[config.mk]
export PLATFORM = sky130hd
export DESIGN_NAME = utf8_stream_decoder
export DESIGN_NICKNAME = d
export VERILOG_FILES = /design/src/rtl/u8d_pkg.sv /design/src/rtl/u8d_front.sv /design/src/rtl/u8d_queue.sv /design/src/rtl/u8d_back.sv /design/src/rtl/utf8_stream_decoder.sv
export SDC_FILE = /design/constraint.sdc
export NUM_CORES = 1
export LEC_CHECK = 0
export BUFFER_PORTS_ARGS = -buffer_cell sky130_fd_sc_hd__buf_4
export CAP_MARGIN = 20
export CELL_PAD_IN_SITES_DETAIL_PLACEMENT = 0
export CELL_PAD_IN_SITES_GLOBAL_PLACEMENT = 2
export CORE_MARGIN = 8
export CORE_UTILIZATION = 40
export DETAILED_ROUTE_END_ITERATION = 7
export GPL_TIMING_DRIVEN = 0
export PLACE_DENSITY = 0.78
export SKIP_CTS_REPAIR_TIMING = 1
export SYNTH_ARGS = -nofsm -noshare
export SYNTH_HDL_FRONTEND = slang
export SYNTH_SLANG_ARGS = --single-unit
[constraint.sdc]
create_clock -name i_clk -period 4.4 [get_ports i_clk]
set_clock_uncertainty 0.1 [all_clocks]
set_input_delay 0.22 -clock i_clk [delete_from_list [all_inputs] [get_ports i_clk]]
set_output_delay 0.22 -clock i_clk [all_outputs]
set_load 0.1 [all_outputs]
[src/rtl/u8d_pkg.sv]
// ----------------------------------------------------------------------------
// u8d_pkg: shared types and constants of the UTF-8 stream decoder
// Payload structs, the queue entry format and the UTF-8 / UTF-16 constants.
// ----------------------------------------------------------------------------
package u8d_pkg;

    localparam int QDEPTH = 4;
    localparam int QAW    = $clog2(QDEPTH);

    localparam logic [7:0]  CONT_LO   = 8'h80;
    localparam logic [7:0]  CONT_HI   = 8'hBF;
    localparam logic [7:0]  LOW_E0    = 8'hA0;
    localparam logic [7:0]  HIGH_ED   = 8'h9F;
    localparam logic [7:0]  LOW_F0    = 8'h90;
    localparam logic [7:0]  HIGH_F4   = 8'h8F;
    localparam logic [20:0] REPL_CHAR = 21'h00FFFD;
    localparam logic [20:0] SUPP_BASE = 21'h010000;
    localparam logic [20:0] HI_SURR   = 21'h00D800;
    localparam logic [20:0] LO_SURR   = 21'h00DC00;
    localparam logic [20:0] MAX_POINT = 21'h10FFFF;

    typedef struct packed {
        logic [7:0] in_byte;
        logic       is_last;
    } t_in;

    typedef struct packed {
        logic [20:0] code_unit;
        logic        malformed;
        logic        run_last;
    } t_out;

    // One queue entry: all results caused by one byte (one or two units).
    typedef struct packed {
        logic [20:0] unit0;
        logic        bad0;
        logic [20:0] unit1;
        logic        bad1;
        logic        two;
    } t_job;

    typedef struct packed {
        logic full;
        logic empty;
    } t_qstat;

endpackage

[src/rtl/u8d_front.sv]
// ----------------------------------------------------------------------------
// u8d_front: byte classifier and sequence state
// Accepts one byte per beat, tracks the pending sequence and forms the
// one or two output units that the byte causes.
// ----------------------------------------------------------------------------
module u8d_front
    import u8d_pkg::*;
(
    input  logic i_clk,
    input  logic i_rst_n,
    input  logic i_take,
    input  t_in  i_data,
    input  logic i_cfg_we,
    input  logic i_cfg_fmt,
    output logic o_push,
    output t_job o_job
);

    logic [15:0] r_pp,   n_pp;
    logic [1:0]  r_need, n_need;
    logic [7:0]  r_lo,   n_lo;
    logic [7:0]  r_hi,   n_hi;
    logic        r_fmt;

    logic [20:0] p0, p1;
    logic        bad0, bad1;
    logic [1:0]  np;
    logic [20:0] voff;

    always_comb begin
        logic [7:0]  b;
        logic [21:0] cp;
        b      = i_data.in_byte;
        cp     = {r_pp, b[5:0]};
        n_pp   = r_pp;
        n_need = r_need;
        n_lo   = r_lo;
        n_hi   = r_hi;
        p0     = '0;
        p1     = '0;
        bad0   = 1'b0;
        bad1   = 1'b0;
        np     = 2'd0;
        if (r_need != 2'd0 && b >= r_lo && b <= r_hi) begin
            n_need = r_need - 2'd1;
            n_lo   = CONT_LO;
            n_hi   = CONT_HI;
            if (r_need == 2'd1) begin
                n_pp = '0;
                p0   = cp[20:0];
                np   = 2'd1;
            end else begin
                n_pp = cp[15:0];
            end
        end else begin
            // broken sequence: flag it, then reprocess the byte as a lead
            if (r_need != 2'd0) begin
                p0   = REPL_CHAR;
                bad0 = 1'b1;
                np   = 2'd1;
            end
            n_pp   = '0;
            n_need = 2'd0;
            n_lo   = CONT_LO;
            n_hi   = CONT_HI;
            unique case (b) inside
                [8'h00:8'h7F]: begin
                    if (np == 2'd0) p0 = {13'd0, b};
                    else            p1 = {13'd0, b};
                    np = np + 2'd1;
                end
                [8'hC2:8'hDF]: begin
                    n_need = 2'd1;
                    n_pp   = {11'd0, b[4:0]};
                end
                [8'hE0:8'hEF]: begin
                    n_need = 2'd2;
                    n_pp   = {12'd0, b[3:0]};
                    if (b == 8'hE0) n_lo = LOW_E0;
                    if (b == 8'hED) n_hi = HIGH_ED;
                end
                [8'hF0:8'hF4]: begin
                    n_need = 2'd3;
                    n_pp   = {13'd0, b[2:0]};
                    if (b == 8'hF0) n_lo = LOW_F0;
                    if (b == 8'hF4) n_hi = HIGH_F4;
                end
                default: begin
                    if (np == 2'd0) begin
                        p0   = REPL_CHAR;
                        bad0 = 1'b1;
                    end else begin
                        p1   = REPL_CHAR;
                        bad1 = 1'b1;
                    end
                    np = np + 2'd1;
                end
            endcase
        end
        // end of text with a sequence still open
        if (i_data.is_last && n_need != 2'd0) begin
            n_pp   = '0;
            n_need = 2'd0;
            n_lo   = CONT_LO;
            n_hi   = CONT_HI;
            if (np == 2'd0) begin
                p0   = REPL_CHAR;
                bad0 = 1'b1;
            end else begin
                p1   = REPL_CHAR;
                bad1 = 1'b1;
            end
            np = np + 2'd1;
        end
    end

    // Only a completed supplementary point can need a pair; it comes alone.
    assign voff = p0 - SUPP_BASE;

    always_comb begin
        o_job.unit0 = p0;
        o_job.bad0  = bad0;
        o_job.unit1 = p1;
        o_job.bad1  = bad1;
        o_job.two   = (np == 2'd2);
        if (r_fmt && np == 2'd1 && p0 >= SUPP_BASE) begin
            o_job.unit0 = HI_SURR + {11'd0, voff[19:10]};
            o_job.unit1 = LO_SURR + {11'd0, voff[9:0]};
            o_job.bad1  = bad0;
            o_job.two   = 1'b1;
        end
    end

    assign o_push = i_take && (np != 2'd0);

    always_ff @(posedge i_clk) begin
        if (!i_rst_n) begin
            r_pp   <= '0;
            r_need <= 2'd0;
            r_lo   <= CONT_LO;
            r_hi   <= CONT_HI;
            r_fmt  <= 1'b0;
        end else begin
            if (i_take) begin
                r_pp   <= n_pp;
                r_need <= n_need;
                r_lo   <= n_lo;
                r_hi   <= n_hi;
            end
            if (i_cfg_we) r_fmt <= i_cfg_fmt;
        end
    end

endmodule

[src/rtl/u8d_queue.sv]
// ----------------------------------------------------------------------------
// u8d_queue: result queue between front and back
// Small register FIFO of per-byte result groups.
// ----------------------------------------------------------------------------
module u8d_queue
    import u8d_pkg::*;
(
    input  logic   i_clk,
    input  logic   i_rst_n,
    input  logic   i_push,
    input  t_job   i_job,
    input  logic   i_pop,
    output t_job   o_head,
    output t_qstat o_stat
);

    t_job             r_mem [QDEPTH];
    logic [QAW-1:0]   r_wp, r_rp;
    logic [QAW:0]     r_cnt;

    assign o_head       = r_mem[r_rp];
    assign o_stat.full  = (r_cnt == QDEPTH[QAW:0]);
    assign o_stat.empty = (r_cnt == '0);

    always_ff @(posedge i_clk) begin
        if (i_push) r_mem[r_wp] <= i_job;
    end

    always_ff @(posedge i_clk) begin
        if (!i_rst_n) begin
            r_wp  <= '0;
            r_rp  <= '0;
            r_cnt <= '0;
        end else begin
            if (i_push) r_wp <= r_wp + 1'b1;
            if (i_pop)  r_rp <= r_rp + 1'b1;
            if (i_push && !i_pop)      r_cnt <= r_cnt + 1'b1;
            else if (!i_push && i_pop) r_cnt <= r_cnt - 1'b1;
        end
    end

endmodule

[src/rtl/u8d_back.sv]
// ----------------------------------------------------------------------------
// u8d_back: output sequencer
// Walks the units of the queue head, one per beat, and marks the last one.
// ----------------------------------------------------------------------------
module u8d_back
    import u8d_pkg::*;
(
    input  logic   i_clk,
    input  logic   i_rst_n,
    input  t_job   i_head,
    input  t_qstat i_stat,
    output logic   o_pop,
    output logic   o_valid,
    input  logic   i_ready,
    output t_out   o_data
);

    logic r_half;

    assign o_valid          = !i_stat.empty;
    assign o_data.code_unit = r_half ? i_head.unit1 : i_head.unit0;
    assign o_data.malformed = r_half ? i_head.bad1  : i_head.bad0;
    assign o_data.run_last  = r_half || !i_head.two;
    assign o_pop            = o_valid && i_ready && o_data.run_last;

    always_ff @(posedge i_clk) begin
        if (!i_rst_n) begin
            r_half <= 1'b0;
        end else if (o_valid && i_ready) begin
            r_half <= !o_data.run_last;
        end
    end

endmodule

[src/rtl/utf8_stream_decoder.sv]
// ----------------------------------------------------------------------------
// utf8_stream_decoder: UTF-8 to code points or UTF-16 units
// Stream decoder with U+FFFD replacement under the maximal-subpart rule.
// ----------------------------------------------------------------------------
// Usage:
//   Input channel (i_in_valid / o_in_ready / i_in_data): one beat per byte,
//   is_last set on the final byte of a text.
//   Output channel (o_out_valid / i_out_ready / o_out_data): one beat per
//   code point or UTF-16 unit; run_last marks the final result of a byte.
//   Config channel (i_cfg_valid / o_cfg_ready / i_cfg_data): out_format,
//   always ready; write it only while the block is idle.
//   A result is written into the result queue when its byte is accepted.
//   Throughput: one byte per cycle while the queue is not full; a byte
//   that yields two results (a replacement plus a reprocessed lead, or a
//   surrogate pair) occupies the output for two beats. A four-entry result
//   queue between the decoder and the output sequencer absorbs such bursts.
//   When the receiver stalls, the queue fills and o_in_ready drops once it
//   holds four groups; bytes that only start a sequence never take a slot.
//   Reset empties the queue, clears any pending sequence and sets
//   out_format to code points.
// ----------------------------------------------------------------------------
module utf8_stream_decoder
    import u8d_pkg::*;
(
    input  logic i_clk,
    input  logic i_rst_n,
    input  logic i_in_valid,
    output logic o_in_ready,
    input  t_in  i_in_data,
    output logic o_out_valid,
    input  logic i_out_ready,
    output t_out o_out_data,
    input  logic i_cfg_valid,
    output logic o_cfg_ready,
    input  logic i_cfg_data
);

    logic   take;
    logic   push;
    logic   pop;
    t_job   job;
    t_job   head;
    t_qstat qstat;

    // Hold input while the queue is full; config is always taken.
    assign o_in_ready  = !qstat.full;
    assign o_cfg_ready = 1'b1;
    assign take        = i_in_valid && o_in_ready;

    // Front: classify the byte, advance the sequence state.
    u8d_front u_front (
        .i_clk     (i_clk),
        .i_rst_n   (i_rst_n),
        .i_take    (take),
        .i_data    (i_in_data),
        .i_cfg_we  (i_cfg_valid),
        .i_cfg_fmt (i_cfg_data),
        .o_push    (push),
        .o_job     (job)
    );

    // Queue: decouple decoding from output stalls.
    u8d_queue u_queue (
        .i_clk   (i_clk),
        .i_rst_n (i_rst_n),
        .i_push  (push),
        .i_job   (job),
        .i_pop   (pop),
        .o_head  (head),
        .o_stat  (qstat)
    );

    // Back: emit the units of each group, one per beat.
    u8d_back u_back (
        .i_clk   (i_clk),
        .i_rst_n (i_rst_n),
        .i_head  (head),
        .i_stat  (qstat),
        .o_pop   (pop),
        .o_valid (o_out_valid),
        .i_ready (i_out_ready),
        .o_data  (o_out_data)
    );

endmodule

==> impl_metrics.tcl, run 1 <==
set metrics [dict create \
    setup_viol 0 \
    multi_input_area_mm2 0.00307 \
    period_share_pct 96.7 \
    synth-seq-cells 176 \
    p_per_area_mw_per_mm2 580 \
    violations "hold timing" \
    arrival_ns 4.32 \
    fillers 1834 \
    p_leak_nw 3.27 \
    min_from "i_cfg_valid" \
    slew_viol_final 0 \
    worst_slew_pin_slew_ns 1.01 \
    hold_viol 1 \
    cts_root_buffer "clkbuf_16" \
    synthTopCellsByArea "edfxtp_1, mux4_2, dfxtp_1" \
    die_w_um 160 \
    worstSetupStartpointType "register" \
    crit_fanout 10 \
    ys_types 80 \
    rsz0062_at_grt "no" \
    drt_wl_total_um 19100 \
    final_nets 655 \
    dpl.hpwl_um 13600 \
    rr_startpoint "u_front.r_hi[5]" \
    fmax_mhz 235 \
    start_util_pct 40.8 \
    min_to "u_front.r_fmt" \
    outcome "finished, violations left" \
    overflow 0 \
    grt_pass1_wl_um 30300 \
    drive_gt1_share_pct 28.3 \
    async_reset_ff_share_pct 0 \
    dr.pass1.iters 5 \
    ctsLongestPathBuffers 2 \
    max_cap_viol_count 0 \
    die_height_um 160 \
    core_area_mm2 0.0203 \
    min_period_ns 4.26 \
    vias 5021 \
    antenna_found_initial 0 \
    ant_nets 0 \
    path_clk_slew_ns 0.07 \
    syn_avg_cell_area_um2 14.7 \
    synth_largest_area_cell "edfxtp_1" \
    cp_data_required_time_ns 4.47 \
    track_usage_pct 15.2 \
    yosys-top-cells-count "edfxtp_1, mux4_2, nand2_1" \
    initialDrtViolationCount 322 \
    cpMaxStageDelayCell "mux2_2" \
    synth_seq_area_share_pct 60.0 \
    rows 52 \
    gp_congestion 0.868 \
    r2r_end "u_queue.r_mem[1][33]" \
    synth_cells 563 \
    cts_tree "yes" \
    synth_area_mm2 0.00828 \
    synth_ff_type "edfxtp_1" \
    io_pins 41 \
    h-tree-depth 4 \
    totalPowerFinal_mw 5.59 \
    hold_class "input pin to register" \
    grt_pass1_vias 5172 \
    cts_made_buffers 17 \
    cts.sinks 176 \
    end_kind "register" \
    drc 0 \
    diodes 0 \
    ir_worst_vdd_v 0.000254 \
    synth-edff-count 144 \
    synth_nets 595 \
    final_util_pct 47.5 \
    max_slew_margin_pct 32.0 \
    seq_area_mm2 0.00496 \
    syn2layout_area_growth_pct 16.5 \
    cp_slowest_stage_delay_ns 0.37 \
    rrSetupSlack_ns 0.14 \
    grt_max_degree 30 \
    clock_latency_ns 0.42 \
    yosysWarnings 0 \
    crit_chain "inv_1 -> ha_1 -> and2_1 -> o32a_4 -> o31a_1 -> or2_1 -> clkbuf_1 -> ha_2 -> nand2_2 -> o21a_4 -> and2_2 -> ha_1 -> inv_1 -> o41ai_4 -> and2_4 -> buf_8 -> mux2_2" \
    wl_per_cell_um 21.1 \
    portBuffers 34 \
    synth.most_common_cell "edfxtp_1" \
    synth_top_area_share_pct 52.3 \
    holdWs_ns -0.0304 \
    vias_per_cell 5.54 \
    critPathKind "register to register" \
    fp.dieArea_mm2 0.0255 \
    r2r.worst_path.cells 17 \
    holdPathStages 3 \
]
## layer usage
layer	global-route usage, %	vias up	part of all wire (%)
met1	20.2	2563	45
met5	0	-	0
met3	2.70	19	4.2
met2	25.2	120	49
li1	-	2319	-
met4	4.21	0	1.3
## registers in the layout, indices dropped and copies added (netlist names), named ones only
name and cells:
u_front.r_need 2, u_front.r_hi 2, u_front.r_pp 15, u_back.r_half 1, u_front.r_fmt 1, u_queue.r_rp 2, u_queue.r_mem 144, u_queue.r_wp 2
u_queue.r_cnt 3, u_front.r_lo 2
## worst max path at each step
stage / slack (ns) / to / from / cells past startpoint
floorplan: 0.22 / u_queue.r_mem[0][33] / i_in_data[4] / 18
global placement: -0.86 / u_queue.r_mem[0][37] / i_in_data[5] / 13
detailed placement: -0.68 / u_queue.r_mem[3][32] / i_in_data[5] / 19
CTS: -0.56 / u_queue.r_mem[0][32] / u_front.r_need[0] / 19
global route: 0.0002 / u_queue.r_mem[3][37] / u_front.r_lo[5] / 18
finish: 0.14 / u_queue.r_mem[1][33] / u_front.r_hi[5] / 17
## final cells by class
cell class	count	area share, %
Sequential cell	176	51.5
Multi-Input combinational cell	326	31.9
Clock buffer	17	4.41
Timing Repair Buffer	42	3.84
Tap cell	270	3.50
Buffer	33	2.08
Clock inverter	15	1.75
Inverter	27	1.05
## worst max-delay path, delay by kind of cell (launching register included)
family	cells	cell delay [ns]
compound gates	4	1.15
flops	1	0.33
simple gates	5	0.94
fa+ha+maj	3	0.68
buf+inv	4	0.41
mux	1	0.37
## metrics by stage
stage / cell area (um2) / setup TNS (ns) / hold slack, ns / cells / worst slack [ns]
6_report: 9640 / 0 / -0.0304 / 906 / 0.144
5_1_grt: 9640 / 0 / 0.000971 / 906 / 0.000155
4_1_cts: 9550 / -46.12 / -0.0562 / 903 / -0.563
3_5_place_dp: 8950 / -63.00 / 0.364 / 871 / -0.680
3_3_place_gp: 8870 / -188.97 / 0.356 / 867 / -0.864
2_1_floorplan: 8280 / 0 / 0.269 / 563 / 0.224
## cells by family after synthesis
logic type | Yosys count | share of synthesized area, %
compound gates | 102 | 10.4
mux | 58 | 12.8
other cells | 1 | 0.0453
buf+inv | 61 | 3.66
xor+xnor | 6 | 0.635
simple gates | 142 | 9.77
flops | 176 | 60.0
fa+ha+maj | 17 | 2.66
## layout by cell type, fill, tap and decap left out, types with 4 or more instances in the layout
master       n
a22oi_1     14
inv_1       27
nor2b_1     24
nand4_1      8
nor4_1       4
a21oi_2      4
xor2_1       4
and3_1       4
buf_4       39
clkbuf_16   17
o21ai_0     15
and2_1      10
or3_1        8
and2_2       5
a21oi_1     14
a21boi_0     5
o21a_1       6
nor2_1      17
buf_12       5
nand3_1      6
mux4_2      36
buf_6        4
a221o_1      4
dfxtp_1     32
clkbuf_1    18
edfxtp_1   144
mux2_2      15
nand2_1     34
inv_6        4
mux2i_1      4
ha_1        14
## report_power, final
group | internal [mW] | total [mW] | switching (mW) | leakage [nW]
Clock | 0.808 | 1.49 | 0.685 | 0.286
Combinational | 0.596 | 2.06 | 1.46 | 1.38
Sequential | 1.99 | 2.05 | 0.0522 | 1.60
Total | 3.40 | 5.59 | 2.20 | 3.27
No activity file was read; power rests on OpenSTA's default activity.
==> run 2, diff against run 1 <==
ABC_AREA = 1   (was default)
CORE_UTILIZATION = 36   (was 40)
PLACE_DENSITY = 0.79   (was 0.78)
==> run 2 against run 1 <==
  * The flow now finishes without violations
  * Largest cell class unchanged
  * Critical path depth rose by 9
  * Worst hold slack better by 0.040 ns
  * Combinational power grew 17%
==> impl_metrics.tcl, run 2 <==
set metrics [dict create \
    place_area_mm2 0.00904 \
    ys_types 46 \
    rows 55 \
    worst_slew_pin_slew_ns 0.792 \
    hold_viol 0 \
    synth-edff-count 144 \
    synth_seq_area_share_pct 59.9 \
    setup_viol 0 \
    diodes 0 \
    postLayoutCellArea_mm2 0.00964 \
    fp.dieArea_mm2 0.0281 \
    dpl.hpwl_um 15500 \
    synth-seq-cells 176 \
    die_w_um 168 \
    async_reset_ff_share_pct 0 \
    slew_viol_final 0 \
    final_common_cell "nand2_1" \
    max_cap_viol_count 0 \
    most-common-layout-cells "nand2_1, nor2_1, edfxtp_1, o21ai_0, inv_1" \
    hold_class "input pin to register" \
    synth_largest_area_cell "edfxtp_1" \
    period_share_pct 88.1 \
    regMostFlops "u_queue.r_mem" \
    largest_reg_flops 144 \
    worstSetupStartpointType "input pin" \
    die_height_um 168 \
    overflow 0 \
    drt_wl_total_um 22000 \
    ant_nets 0 \
    wl_per_cell_um 18.2 \
    portBuffers 37 \
    dr.pass1.iters 5 \
    synth_cells 847 \
    gp_congestion 0.780 \
    top_regs "u_queue.r_mem x144, u_front.r_pp x15, u_queue.r_cnt x3" \
    yosys-top-cells-count "nand2_1, nor2_1, edfxtp_1" \
    critPathKind "input pin to register" \
    path_clk_slew_ns 0.07 \
    synthTopCellsByArea "edfxtp_1, dfxtp_1, nand2_1" \
    vias_per_cell 4.96 \
    h-tree-depth 4 \
    cts.sinks 176 \
    ir_worst_vdd_v 0.000270 \
    cts_root_buffer "clkbuf_16" \
    outcome "finished clean" \
    grt_pass1_wl_um 34500 \
    holdWs_ns 0.00990 \
    antenna_found_initial 0 \
    core_area_mm2 0.0226 \
    syn2layout_area_growth_pct 16.3 \
    synth_top_area_share_pct 52.2 \
    synth_nets 879 \
    initialDrtViolationCount 429 \
    syn_avg_cell_area_um2 9.79 \
    end_kind "register" \
    ctsLongestPathBuffers 2 \
    fillers 2212 \
    cts_made_buffers 17 \
    drive_gt1_share_pct 14.0 \
    yosysWarnings 0 \
    wl_met1_um 10100 \
    post-place-ws_ns 0.407 \
    synth_ff_type "edfxtp_1" \
    io_pins 41 \
    synth.most_common_cell "nand2_1" \
    rsz0062_at_grt "no" \
    min_period_ns 3.88 \
    p_per_area_mw_per_mm2 608 \
    p_leak_nw 3.65 \
    wl_met2_um 10800 \
    vias 5999 \
    routed.top_layer "met4" \
    synth_area_mm2 0.00829 \
    arrival_ns 4.02 \
    start_util_pct 36.6 \
    clock_latency_ns 0.43 \
    max_slew_margin_pct 47.1 \
    grt_pass1_vias 5907 \
    fin_ws_ns 0.524 \
    fmax_mhz 258 \
    cp_data_required_time_ns 4.55 \
    grt_max_degree 29 \
    track_usage_pct 16.1 \
    cts_tree "yes" \
    wl_met3_um 879 \
    drc 0 \
    crit_fanout 10 \
    final_nets 943 \
]
## run 2: cell type report
class	count	area (um2)	share of cell area [%]
Sequential cell	176	4960	51.5
Multi-Input combinational cell	566	2880	29.8
Clock buffer	17	425	4.42
Timing Repair Buffer	45	405	4.21
Tap cell	285	357	3.70
Buffer	42	241	2.51
Inverter	63	236	2.45
Clock inverter	15	130	1.35
## run 2: layer usage
metal / vias up / GRT usage, %
li1: 3024 / -
met1: 2839 / 21.1
met2: 120 / 27.1
met3: 16 / 2.89
met4: 0 / 4.50
met5: - / 0
## run 2: report_power, final
group | internal (mW) | switching (mW) | total [mW]
registers | 2.00 | 0.0463 | 2.04
logic | 0.493 | 1.91 | 2.40
clock network | 0.742 | 0.675 | 1.42
## run 2: cell families (layout without fill, tap and decap cells)
group | after synthesis | after routing | synth area share, %
XOR/XNOR | 4 | 4 | 0.423
buffers and inverters | 105 | 182 | 5.77
adder cells (fa/ha/maj) | 17 | 17 | 2.66
flip-flops | 176 | 176 | 59.9
AO/OA/AOI/OAI | 172 | 172 | 11.7
AND/OR/NAND/NOR | 372 | 372 | 19.5
other | 1 | 1 | 0.0452
## run 2: stage by stage
| stage | instances | TNS [ns] | utilization (%) | power, mW |
|---|---|---|---|---|
| floorplan | 847 | 0 | - | 3.88 |
| global placement | 1169 | -168.91 | 39.4 | 4.49 |
| detailed placement | 1173 | 0 | 39.9 | 4.52 |
| CTS | 1205 | 0 | 42.4 | 5.94 |
| global route | 1209 | 0 | 42.6 | 6.15 |
| finish | 1209 | 0 | 42.6 | 5.86 |
## run 2: final timing paths
check,startpoint,to,slack (ns),cells after the start
min reg2reg,u_front.r_lo[5],u_front.r_lo[5],0.37,2
max,i_in_data[1],u_queue.r_mem[0][29],0.52,26
max reg2reg,u_front.r_need[0],u_queue.r_mem[0][29],0.67,23
min,i_in_data[2],u_front.r_pp[1],0.01,3
## run 2: worst max-delay path, cell delays in order
cell	delay [ns]
dlygate4sd3_1	0.53
buf_4	0.14
o21ai_0	0.08
nand3_1	0.11
nand2_1	0.09
nor2_1	0.18
inv_1	0.06
ha_1	0.27
inv_1	0.04
o21ai_1	0.20
ha_1	0.26
nand3_4	0.18
nand2_1	0.19
ha_1	0.17
inv_1	0.05
nor2_1	0.09
nand2_1	0.07
nor2_1	0.09
nand2_1	0.07
nor2_1	0.10
nand3_1	0.10
nand2_2	0.10
buf_6	0.14
buf_6	0.16
nand3_1	0.11
nand2_1	0.21
